File: src/design/text_console_writer_top_assert.svh
// assertion macros for the console writer
`ifndef TEXT_CONSOLE_WRITER_TOP_ASSERT_SVH
`define TEXT_CONSOLE_WRITER_TOP_ASSERT_SVH
`ifndef NO_ASSERTIONS
`define TCW_ASSERT(lbl, prop) \
    lbl: assert property (@(posedge i_clk) disable iff (!i_rst_n) (prop)) \
        else $error("tcw assertion failed");
`define TCW_ASSERT_NEXT(lbl, ante, cons) \
    lbl: assert property (@(posedge i_clk) disable iff (!i_rst_n) (ante) |=> (cons)) \
        else $error("tcw sequence assertion failed");
`else
`define TCW_ASSERT(lbl, prop)
`define TCW_ASSERT_NEXT(lbl, ante, cons)
`endif
`endif

File: src/design/tcw_pkg.sv
package tcw_pkg;

    // opcodes of a request
    localparam logic [2:0] OPC_PUT    = 3'd0;
    localparam logic [2:0] OPC_WRITE  = 3'd1;
    localparam logic [2:0] OPC_SETCUR = 3'd2;
    localparam logic [2:0] OPC_READ   = 3'd3;
    localparam logic [2:0] OPC_CLEAR  = 3'd4;

    localparam logic [7:0] NEWLINE_CODE     = 8'd10;
    localparam logic [7:0] SPACE_CODE       = 8'd32;
    localparam logic [7:0] RESET_BLANK_ATTR = 8'd7;

    // classified operation kinds
    typedef enum logic [2:0] {
        K_PUT,
        K_NEWLINE,
        K_WRITE,
        K_SETCUR,
        K_READ,
        K_CLEAR,
        K_NOP
    } t_kind;

    typedef struct packed {
        t_kind       kind;
        logic        ignored;
        logic [7:0]  ch;
        logic [7:0]  at;
        logic [6:0]  col;
        logic [4:0]  row;
    } t_cmd;

    typedef struct packed {
        logic valid;
        t_cmd cmd;
    } t_push;

    typedef struct packed {
        logic full;
        logic empty;
    } t_q_stat;

    // back end sequencer
    typedef enum logic [2:0] {
        ST_INIT,
        ST_IDLE,
        ST_READ,
        ST_SCROLL_RD,
        ST_SCROLL_WR,
        ST_FILL
    } t_state;

endpackage

File: src/design/tcw_queue.sv
module tcw_queue (
    input  logic             i_clk,
    input  logic             i_rst_n,
    input  tcw_pkg::t_push   i_push,
    input  logic             i_pop,
    output tcw_pkg::t_cmd    o_cmd,
    output tcw_pkg::t_q_stat o_stat
);
    tcw_pkg::t_cmd r_slot [2];
    logic          r_wptr;
    logic          r_rptr;
    logic [1:0]    r_count;
    logic          n_wptr;
    logic          n_rptr;
    logic [1:0]    n_count;
    logic          do_push;
    logic          do_pop;

    assign o_stat.full  = (r_count == 2'd2);
    assign o_stat.empty = (r_count == 2'd0);
    assign do_push      = i_push.valid && !o_stat.full;
    assign do_pop       = i_pop && !o_stat.empty;
    assign o_cmd        = r_slot[r_rptr];

    // pointer and fill count update
    always_comb begin
        n_wptr  = do_push ? !r_wptr : r_wptr;
        n_rptr  = do_pop ? !r_rptr : r_rptr;
        n_count = r_count;
        if (do_push && !do_pop) begin
            n_count = r_count + 2'd1;
        end else if (do_pop && !do_push) begin
            n_count = r_count - 2'd1;
        end
    end

    always_ff @(posedge i_clk) begin
        if (!i_rst_n) begin
            r_wptr  <= 1'b0;
            r_rptr  <= 1'b0;
            r_count <= 2'd0;
        end else begin
            r_wptr  <= n_wptr;
            r_rptr  <= n_rptr;
            r_count <= n_count;
        end
    end

    // entry storage
    always_ff @(posedge i_clk) begin
        if (do_push) begin
            r_slot[r_wptr] <= i_push.cmd;
        end
    end
endmodule

File: config.mk
export PLATFORM = sky130hd
export DESIGN_NAME = tcw_queue
export DESIGN_NICKNAME = d
export VERILOG_FILES = /design/src/design/text_console_writer_top_assert.svh /design/src/design/tcw_pkg.sv /design/src/design/tcw_queue.sv
export SDC_FILE = /design/constraint.sdc
export NUM_CORES = 1
export LEC_CHECK = 0
export ABC_AREA = 1
export BUFFER_PORTS_ARGS = -buffer_cell sky130_fd_sc_hd__buf_2
export CORE_ASPECT_RATIO = 1.2
export CORE_MARGIN = 1
export CORE_UTILIZATION = 45
export CTS_CLUSTER_DIAMETER = 80
export DETAILED_ROUTE_END_ITERATION = 8
export PLACE_DENSITY = 0.74
export SYNTH_ARGS = -nofsm -noshare
export SYNTH_HDL_FRONTEND = slang
export SYNTH_SLANG_ARGS = --single-unit
File: constraint.sdc
create_clock -name i_clk -period 2.2 [get_ports i_clk]
set_input_delay 0.33 -clock i_clk [delete_from_list [all_inputs] [get_ports i_clk]]
set_output_delay 0.33 -clock i_clk [all_outputs]
set_load 0.05 [all_outputs]
# Word-level counts from Yosys, hierarchy flattened
# Memories as Yosys holds them, arrays and structs flattened. A register that Yosys moved wholly into a read port is not among the register bits.
# Cells that the tools add are included.
# classes
n_addsub	2
eq_ne	1
n_mux	6
reduce_logical	12
# ops
operator	count
zero test 1 bit	6
logical AND 1 bit	4
2-to-1 mux 1 bit	4
2-to-1 mux 2 bit	2
adder 2 x 1 -> 2 bit (second input constant)	1
== test 2 bit (second input constant)	1
zero test 2 bit	1
nonzero test 2 bit	1
subtractor 2 x 1 -> 2 bit (second input constant)	1
# word_totals
regBits	4
mem_bits_rw	64
inputBits	36
out_inout_bits	34
memories	1
# memory_table
name	depth	word_bits	rd	rd_ports_with_merged_regs	wr	line_no	source
r_slot	2	32	1	1	1	tcw_queue.sv:9	tcw_pkg::t_cmd r_slot [2];

# Depth between registers and ports, before layout
# logic_depth
ltp_word	7
ltp_mapped	10
depth_no_buf	10

# Least setup slack after synthesis
# No wires, ideal clock.
# synth_path
path_type	register to register
from	reg r_count[0]
to	mem r_slot[1][0] in the netlist's numbering, enable pin
setup_time_ns	0.421
arrival_ns	1.833
t_required_ns	1.779
slack_ns	-0.054
path_stages_with_launch	3
path_buffers	0
period_less_slack_ns	2.254
path_cell_list	dfxtp_1 -> o21ai_2 -> nor2_1
# synth_between
elab_chain_cells	5
# synth_lines
element	line_no	source
from (decl)	tcw_queue.sv:12	logic [1:0] r_count;
from (signal assigned)	tcw_queue.sv:45	r_count <= n_count;
== test 2 bit	tcw_queue.sv:19	assign o_stat.full = (r_count == 2'd2);
zero test 1 bit	tcw_queue.sv:21	assign do_push = i_push.valid && !o_stat.full;
logical AND 1 bit	tcw_queue.sv:21	
2-to-1 mux 1 bit	tcw_queue.sv:51	if (do_push) begin
2-to-1 mux 1 bit (implied by the code)	tcw_queue.sv:52	r_slot[r_wptr] <= i_push.cmd;
to (decl)	tcw_queue.sv:9	
# No other way between the ends.

==> results.py <==
metrics = {
    "floorplan": {
        "io_pins": 70,
        "die_area_sq_um": 6340,
        "start_util_pct": 47.2,
        "fp.dieH_um": 87.0,
        "rows": 30,
        "coreArea_sq_um": 5740,
        "die_w_um": 72.9,
    },
    "global_routing": {
        "first_global_vias": 1357,
        "grt_pass1_wl_um": 6280,
        "grt_max_degree": 33,
        "overflow": 0,
        "grt_use_total_pct": 14.2,
        "antenna_found_initial": 0,
    },
    "cells_and_area": {
        "layout_commonest_cell": "buf_2",
        "stdcell_count": 303,
        "final_area_sq_um": 3310,
        "antennaDiodeCount": 0,
        "fill_cells": 455,
        "final_util_pct": 57.7,
        "layout_common_cells": "69 x buf_2, 64 x edfxtp_1, 30 x mux2_4",
        "final_layout_size_suffix_gt1_share_pct": 54.7,
        "area_growth_pct": 22.2,
        "nNetsFinal": 255,
    },
    "yosys": {
        "synth-adder-area-share_pct": 0.461,
        "yosys.area.top_type_share_pct": 70.9,
        "ys_warn_count": 0,
        "syn_area_per_cell_sq_um": 19.6,
        "synth.area.top_cells": "edfxtp_1 71%, mux2_4 17%, dfxtp_1 3.7%",
        "synth_xor_area_share_pct": 0,
        "synth-simple-area-share_pct": 2.77,
        "synth_compound_area_share_pct": 0.877,
        "netlist_instances": 138,
        "synth_seq_cells": 69,
        "synth_top_family_by_area": "multiplexers",
        "synth_nets": 175,
        "syn_area_sq_um": 2710,
        "synth.largest_area_cell": "edfxtp_1",
        "synth.distinct_cells": 15,
        "ys_seq_area_share_pct": 74.6,
        "synthMuxAreaShare_pct": 17.4,
    },
    "pwr": {
        "clockPowerShare_pct": 22.4,
        "comb_power_share_pct": 36.6,
        "p_int_w": 0.00266,
        "power.density_nw_per_um2": 1270,
        "p_seq_share_pct": 41.0,
        "p_total_w": 0.00421,
        "ir_worst_vdd_uv": 729,
        "switching_power_w": 0.00155,
        "switching_share_pct": 36.8,
        "power_leakage_nw": 1.34,
    },
    "detailed_routing": {
        "antenna_left": 0,
        "dr.pass1.iters": 4,
        "wl_um": 4160,
        "drcViolationCount": 0,
        "drt_iter0_drc": 77,
        "vias": 1364,
        "viasPerCell": 4.50,
        "wl_per_cell_um": 13.7,
    },
    "job": {
        "maxCapViolCount": 0,
    },
    "sta": {
        "min_period_over_period_pct": 88.1,
        "skew_ps": 3.53,
        "max_freq_mhz": 516,
        "drv_slew": 0,
        "hold_viol": 0,
        "fin_crit_ps": 1940,
        "rsz0062_at_grt": "no",
        "hold_slack_ps": 185,
        "setup_violations": 0,
        "worst_slew_pin_slew_ps": 446,
        "slew_headroom_pct": 70.3,
    },
    "clock_network": {
        "cts_setup_buffers": 0,
        "cts_made_buffers": 9,
        "ctsResizeCount": 0,
        "clk_pin_slew_ps": 70,
        "h-tree-depth": 3,
        "clkSinkCount": 69,
        "cts_tree": "yes",
        "hold_buffers": 0,
        "clock_latency_ps": 330,
        "cts-root-buf": "clkbuf_8",
        "cts_buffer_depth": 2,
    },
    "worst_setup_path": {
        "critPathKind": "flop to primary output",
        "critPathSlowestCell": "mux2_2",
        "crit_path_start_kind": "flop",
        "crit_fanout": 22,
        "cp-end-kind": "primary output",
        "crit_required_ps": 1870,
        "critPathMaxStageDelay_ps": 390,
        "cp_data_arrival_time_ps": 1610,
        "critical_path.cell_chain": "buf_4, mux2_2, buf_2",
    },
    "placement": {
        "dp_hpwl_um": 2740,
        "placed_area_sq_um": 3130,
        "gp_congestion": 0.724,
        "dp.cells": 287,
        "port_buffers": 69,
    },
    "status": {
        "status": "finished clean",
    },
    "hold_path": {
        "hp-class": "input pin to flop",
    },
}
[flip-flops by register name, summed over array words and instances, names as in the netlist, named ones only]
name and count:
r_rptr 1, r_slot 64, r_count 2, r_wptr 1
[per-layer routing]
metal	vias up	part of all wire (%)	GRT usage, %
met2	44	52	24.0
li1	669	-	-
met1	646	40	15.5
met5	-	0	0
met4	0	1.7	8.02
met3	5	5.6	4.86
[cell type report]
| type | instances | area, sq um | area share, % |
|---|---|---|---|
| clock inverter | 5 | 51.3 | 1.55 |
| sequential | 69 | 2020 | 61.0 |
| tap | 80 | 100 | 3.02 |
| clock buffer | 11 | 131 | 3.96 |
| timing repair buffer | 73 | 375 | 11.3 |
| multi-input combinational | 56 | 599 | 18.1 |
| inverter | 9 | 33.8 | 1.02 |
[worst max-delay path, delay by kind of cell (launching register included)]
family	cells	cell delay, ps
buf+inv	2	560
flops	1	320
mux	1	390
[path summary, 6_finish.rpt]
kind,from,end,slack (ps),cells past startpoint
setup / recovery,flop,o_cmd[22],260,3
hold reg to reg,r_rptr,r_rptr,510,2
setup reg to reg,r_count[1],r_count[1],650,9
hold / removal,i_push[4],r_slot[1][4],190,1
[cells by family after synthesis]
group                    count (synthesis)
AND/OR/NAND/NOR                         19
multiplexers                            32
AO/OA/AOI/OAI                            4
buffers and inverters                   13
flip-flops                              69
adder cells (fa/ha/maj)                  1
[power by group through the flow]
stage | registers [W] | clock network [W] | logic [W]
after floorplan | 0.00174 | 0 | 0.00133
after global placement | 0.00175 | 0 | 0.00154
after detailed placement | 0.00176 | 0 | 0.00156
after CTS | 0.00173 | 0.000971 | 0.00156
after global routing | 0.00174 | 0.00103 | 0.00163
final | 0.00173 | 0.000945 | 0.00154
[through the flow]
stage,setup slack [ps],setup TNS [ps]
finish,263,0
floorplan,-53.9,-3450
CTS,238,0
global route,192,0
global placement,613,0
detailed placement,602,0
[cell usage after synthesis]
library cell / instances
a21oi_1: 1
buf_12: 3
buf_6: 1
dfxtp_1: 5
edfxtp_1: 64
ha_1: 1
inv_1: 9
mux2_2: 2
mux2_4: 30
nand2_1: 6
nand3_1: 1
nand4_1: 1
nor2_1: 11
o21ai_0: 2
o21ai_2: 1
Power figures use the tool's default switching activity.
