## src/design/text_console_writer_top_assert.svh

```systemverilog
// assertion macros for the console writer
`ifndef TEXT_CONSOLE_WRITER_TOP_ASSERT_SVH
`define TEXT_CONSOLE_WRITER_TOP_ASSERT_SVH
`ifndef NO_ASSERTIONS
`define TCW_ASSERT(lbl, prop) \
    lbl: assert property (@(posedge i_clk) disable iff (!i_rst_n) (prop)) \
        else $error("tcw assertion failed");
`define TCW_ASSERT_NEXT(lbl, ante, cons) \
    lbl: assert property (@(posedge i_clk) disable iff (!i_rst_n) (ante) |=> (cons)) \
        else $error("tcw sequence assertion failed");
`else
`define TCW_ASSERT(lbl, prop)
`define TCW_ASSERT_NEXT(lbl, ante, cons)
`endif
`endif

```

## src/design/tcw_pkg.sv

```systemverilog
package tcw_pkg;

    // opcodes of a request
    localparam logic [2:0] OPC_PUT    = 3'd0;
    localparam logic [2:0] OPC_WRITE  = 3'd1;
    localparam logic [2:0] OPC_SETCUR = 3'd2;
    localparam logic [2:0] OPC_READ   = 3'd3;
    localparam logic [2:0] OPC_CLEAR  = 3'd4;

    localparam logic [7:0] NEWLINE_CODE     = 8'd10;
    localparam logic [7:0] SPACE_CODE       = 8'd32;
    localparam logic [7:0] RESET_BLANK_ATTR = 8'd7;

    // classified operation kinds
    typedef enum logic [2:0] {
        K_PUT,
        K_NEWLINE,
        K_WRITE,
        K_SETCUR,
        K_READ,
        K_CLEAR,
        K_NOP
    } t_kind;

    typedef struct packed {
        t_kind       kind;
        logic        ignored;
        logic [7:0]  ch;
        logic [7:0]  at;
        logic [6:0]  col;
        logic [4:0]  row;
    } t_cmd;

    typedef struct packed {
        logic valid;
        t_cmd cmd;
    } t_push;

    typedef struct packed {
        logic full;
        logic empty;
    } t_q_stat;

    // back end sequencer
    typedef enum logic [2:0] {
        ST_INIT,
        ST_IDLE,
        ST_READ,
        ST_SCROLL_RD,
        ST_SCROLL_WR,
        ST_FILL
    } t_state;

endpackage

```

## src/design/tcw_if.sv

```systemverilog
interface tcw_in_if;
    logic       valid;
    logic       ready;
    logic [2:0] opcode;
    logic [7:0] character;
    logic [7:0] attribute;
    logic [6:0] column;
    logic [4:0] row;
    modport source(output valid, opcode, character, attribute, column, row, input ready);
    modport sink(input valid, opcode, character, attribute, column, row, output ready);
endinterface


```

## src/design/tcw_front.sv

```systemverilog
module tcw_front #(
    parameter int COLUMN_COUNT = 80,
    parameter int ROW_COUNT    = 25
) (
    tcw_in_if.sink          i_cmd,
    input  tcw_pkg::t_q_stat i_q_stat,
    output tcw_pkg::t_push   o_push
);
    localparam logic [7:0] COLS_W = 8'(COLUMN_COUNT);
    localparam logic [5:0] ROWS_W = 6'(ROW_COUNT);

    logic in_range;

    // accept whenever the queue has room
    assign i_cmd.ready  = !i_q_stat.full;
    assign o_push.valid = i_cmd.valid && !i_q_stat.full;

    assign in_range = ({1'b0, i_cmd.column} < COLS_W) && ({1'b0, i_cmd.row} < ROWS_W);

    // classify the request
    always_comb begin
        o_push.cmd.ch      = i_cmd.character;
        o_push.cmd.at      = i_cmd.attribute;
        o_push.cmd.col     = i_cmd.column;
        o_push.cmd.row     = i_cmd.row;
        o_push.cmd.ignored = 1'b0;
        o_push.cmd.kind    = tcw_pkg::K_NOP;
        unique case (i_cmd.opcode)
            tcw_pkg::OPC_PUT: begin
                o_push.cmd.kind = (i_cmd.character == tcw_pkg::NEWLINE_CODE) ?
                                  tcw_pkg::K_NEWLINE : tcw_pkg::K_PUT;
            end
            tcw_pkg::OPC_WRITE: begin
                o_push.cmd.kind    = tcw_pkg::K_WRITE;
                o_push.cmd.ignored = !in_range;
            end
            tcw_pkg::OPC_SETCUR: begin
                o_push.cmd.kind    = tcw_pkg::K_SETCUR;
                o_push.cmd.ignored = !in_range;
            end
            tcw_pkg::OPC_READ: begin
                o_push.cmd.kind    = tcw_pkg::K_READ;
                o_push.cmd.ignored = !in_range;
            end
            tcw_pkg::OPC_CLEAR: begin
                o_push.cmd.kind = tcw_pkg::K_CLEAR;
            end
            default: begin
                o_push.cmd.kind = tcw_pkg::K_NOP;
            end
        endcase
    end
endmodule

```

## src/flat_wrapper.sv

```systemverilog
// flat-port wrapper written by rule: the top's interface ports become plain ports
module tcw_front_flat 
#(
    parameter int COLUMN_COUNT = 80,
    parameter int ROW_COUNT    = 25
)
  (i_q_stat, o_push, i_cmd_valid, i_cmd_opcode, i_cmd_character, i_cmd_attribute, i_cmd_column, i_cmd_row, i_cmd_ready);
  tcw_in_if i_cmd_i ();
  input  tcw_pkg::t_q_stat i_q_stat;
  output tcw_pkg::t_push o_push;
  input wire logic [$bits(i_cmd_i.valid)-1:0] i_cmd_valid;
  input wire logic [$bits(i_cmd_i.opcode)-1:0] i_cmd_opcode;
  input wire logic [$bits(i_cmd_i.character)-1:0] i_cmd_character;
  input wire logic [$bits(i_cmd_i.attribute)-1:0] i_cmd_attribute;
  input wire logic [$bits(i_cmd_i.column)-1:0] i_cmd_column;
  input wire logic [$bits(i_cmd_i.row)-1:0] i_cmd_row;
  output wire logic [$bits(i_cmd_i.ready)-1:0] i_cmd_ready;
  assign i_cmd_i.valid = i_cmd_valid;
  assign i_cmd_i.opcode = i_cmd_opcode;
  assign i_cmd_i.character = i_cmd_character;
  assign i_cmd_i.attribute = i_cmd_attribute;
  assign i_cmd_i.column = i_cmd_column;
  assign i_cmd_i.row = i_cmd_row;
  assign i_cmd_ready = i_cmd_i.ready;
  tcw_front #(.COLUMN_COUNT(COLUMN_COUNT), .ROW_COUNT(ROW_COUNT)) u_core (.i_cmd(i_cmd_i), .i_q_stat(i_q_stat), .o_push(o_push));
endmodule
```

## config.mk

```make
export PLATFORM = sky130hd
export DESIGN_NAME = tcw_front_flat
export DESIGN_NICKNAME = d
export VERILOG_FILES = /design/src/design/text_console_writer_top_assert.svh /design/src/design/tcw_pkg.sv /design/src/design/tcw_if.sv /design/src/design/tcw_front.sv /design/src/flat_wrapper.sv
export SDC_FILE = /design/constraint.sdc
export NUM_CORES = 1
export LEC_CHECK = 0
export ABC_AREA = 1
export BUFFER_PORTS_ARGS = -buffer_cell sky130_fd_sc_hd__buf_2
export CAP_MARGIN = 20
export CORE_MARGIN = 5
export CORE_UTILIZATION = 28
export DETAILED_ROUTE_END_ITERATION = 10
export GPL_TIMING_DRIVEN = 0
export PLACE_DENSITY_LB_ADDON = 0.08
export SYNTH_ARGS = -nofsm -noshare
export SYNTH_HDL_FRONTEND = slang
export SYNTH_SLANG_ARGS = --single-unit
```

## constraint.sdc

```tcl
create_clock -name vclk -period 0.8
set_input_delay 0.16 -clock vclk [all_inputs]
set_output_delay 0.16 -clock vclk [all_outputs]
set_load 0.05 [all_outputs]
```

Yosys cells after proc, flatten, opt, wreduce, memory -nomap -nowiden
Cells that the tools add are included.
{"block": "totals", "register_bits": 0, "inputBits": 34, "out_inout_bits": 34, "wordCells": 16}
{"block": "op_classes", "order_cmp": 2, "eq_ne": 5, "muxes": 3, "n_reduce_logical": 6}
{"op": "case mux 3 bit (5 select lines)", "count": 1}
{"op": "== test 8 x 4 -> 1 bit (second input constant)", "count": 1}
{"op": "< comparator 7 bit (second input constant)", "count": 1}
{"op": "== test 3 x 2 -> 1 bit (second input constant)", "count": 2}
{"op": "< comparator 5 bit (second input constant)", "count": 1}
{"op": "== test 3 x 1 -> 1 bit (second input constant)", "count": 1}
{"op": "== test 3 bit (second input constant)", "count": 1}
{"op": "zero test 3 bit", "count": 1}
{"op": "OR reduction 3 bit", "count": 1}
{"op": "logical AND 1 bit", "count": 2}
{"op": "zero test 1 bit", "count": 2}
{"op": "two-way mux 1 bit", "count": 2}

Depth between registers and ports, before layout
{"block": "depth", "word_depth": 4, "depth_mapped": 5, "depth_no_buf": 5}

Least setup slack after synthesis
OpenSTA, ideal clock, no wires.
{"block": "synth_timing", "path_kind": "input-to-output", "start": "input port i_cmd_opcode[0]", "end": "output port o_push[31] (netlist name)", "t_arrival_ns": 1.293, "required_ns": 0.640, "slack_ns": -0.653, "path_stages": 2, "path_cell_list": "inv_2 -> o21ai_0"}
{"item": "start: declaration", "line": "flat_wrapper.sv:12", "source": "input wire logic [$bits(i_cmd_i.opcode)-1:0] i_cmd_opcode;"}
{"item": "end: declaration", "line": "flat_wrapper.sv:10", "source": "output tcw_pkg::t_push o_push;"}

==> impl_metrics.ini <==
[floorplan]
initial_core_util = 0.291
io-pin-count = 68
num_rows = 13
design.die.area_mm2 = 0.00214
die_y_um = 46.3
chipWidth_um = 46.3
core_mm2 = 0.00127

[final_layout]
final_cell_mix = buf_2 (38), buf_4 (31), buf_6 (12)
instances_no_fill = 137
multiInputGateArea_um2 = 188
clockBufferCount = 0
fillerInstances = 131
n_sequential_cell = 0
final_common_cell = buf_2
synthToLayoutAreaGrowth_pct = 139
seq_area_um2 = 0
drive_gt1_frac = 0.910
n_antenna_cell = 0
nNetsFinal = 158

[worst_setup_path]
crit_fanout = 2
startpoint = i_cmd_character[7]
arrival_ps = 740
critPathCapture = o_push[29]
start_kind = primary input
timing.critical_path.cells = buf_6 > inv_2 > nand2_1 > nor2_2 > nand3_2 > nand2_4 > buf_8
worstSetupPathType = in2out
critical_path_required_ps = 640
cp_slowest_cell = buf_8
slowest_delay_ps = 140
critPathCaptureType = output port

[synth]
syn_inst = 65
synth_area_um2 = 369
synth_nets = 99
synth_top_area_share = 0.569
synth_cell_type_count = 12
yosys_warnings = 0
avgSynthCellArea_um2 = 5.68
yosys-top-cells-area = buf_4 (57%), nand2_1 (11%), inv_1 (10%)
yosysTopAreaCell = buf_4
ys_seq_area_frac = 0

[sta]
clock.fmax_mhz = 1110
relSlewSlack = 0.831
drv_slew = 0
rsz0062_at_grt = true
hold_violations = 0
timing.hold.ws_ps = 622
setup_ws_ps = -105
fin_crit_sh = 1.13
finalSetupViolations = 4
min_period_ps = 905
tightest_slew_ps = 255

[route]
dr.first_iter.drc_count = 0
met2WireLength_um = 737
wire_per_inst_um = 9.22
drtPass1Iterations = 1
vias = 527
top_layer_used = met3
routed-wl-met3_um = 221
drt-met1-wl_um = 305
drc = 0
avgViaCountPerCell = 3.85
wl_um = 1260
ant_nets = 0

[pwr]
power.leakage_nw = 0.519
ir_drop_uv = 429
p_per_area_mw_per_mm2 = 882

[place]
gp_congestion = 0.619
port_buffers = 55
hpwlAfterDp_um = 1080
pre_cts_ws_ps = -305
place_inst = 135

[min_path]
worstHoldPathType = in2out
hold_depth = 2

[global_route]
grt.total_usage = 0.108
grt_pass1_wl_um = 1840
grt_max_degree = 6
grt_pass1_vias = 470
grt.overflow.total = 0
antenna_found_initial = 0

[flow_run]
cap_viol_max_count = 0

[run_status]
status = finished with violations
violations = negative setup slack

[clock_tree]
postCtsHoldBufs = 0
## kinds of logic (layout without fill, tap and decap cells)
family	count (synthesis)	count (layout)	share of synthesized area
and+or+nand+nor	19	19	0.220
buffers and inverters	41	98	0.702
AOI/OAI and AO/OA	5	5	0.0779
## layer usage
layer  global-route usage  vias to the layer above
li1                     -                      278
met1                0.107                      217
met2                0.239                       32
met3               0.0117                        0
met4                    0                        0
met5                    0                        -
## timing repair
action                     in CTS  in global routing
setup endpoints to repair       4                  5
pin swaps                      13                  3
resized for setup              38                 10
buffers inserted                1                  1
## cells in the mapped netlist
library cell / instances
nor2_2: 2
buf_4: 28
nor2_1: 3
nor3_1: 1
inv_1: 10
nand2_2: 1
a21oi_1: 1
nand2_1: 11
o21ai_0: 3
nand3_1: 1
inv_2: 3
a21oi_2: 1
## worst min path at each step
| stage | startpoint | endpoint |
|---|---|---|
| after detailed placement | i_cmd_attribute[3] | o_push[15] |
| after global placement | i_cmd_attribute[2] | o_push[14] |
| after CTS | i_cmd_attribute[3] | o_push[15] |
| after global routing | i_cmd_column[2] | o_push[7] |
| final | i_cmd_column[0] | o_push[5] |
| after floorplan | i_q_stat[1] | o_push[32] |
## layout make-up
cell class                 instances  area share
inverter                          13      0.0751
timing repair buffer              57       0.453
buffer                            28       0.238
multi-input combinational         24       0.212
tap                               15      0.0212
## metrics by stage
stage	power [mW]	util	TNS [ps]	instance area, um2
after floorplan	0.521	-	-81.1	412
after global placement	0.669	0.556	-686	706
after detailed placement	0.674	0.556	-704	706
after CTS	0.759	0.669	-369	848
after global routing	0.820	0.696	-384	883
final	0.779	0.696	-254	883
## power by group
part / total, mW / switching, mW / leakage, nW / internal (mW)
Sequential: 0 / 0 / 0 / 0
Clock: 0 / 0 / 0 / 0
Combinational: 0.779 / 0.487 / 0.519 / 0.292
## critical path: cells and delay by family
family	cells	cell delay [ps]
simple gates	4	320
buf+inv	3	260
No activity file was read; power rests on OpenSTA's default activity.
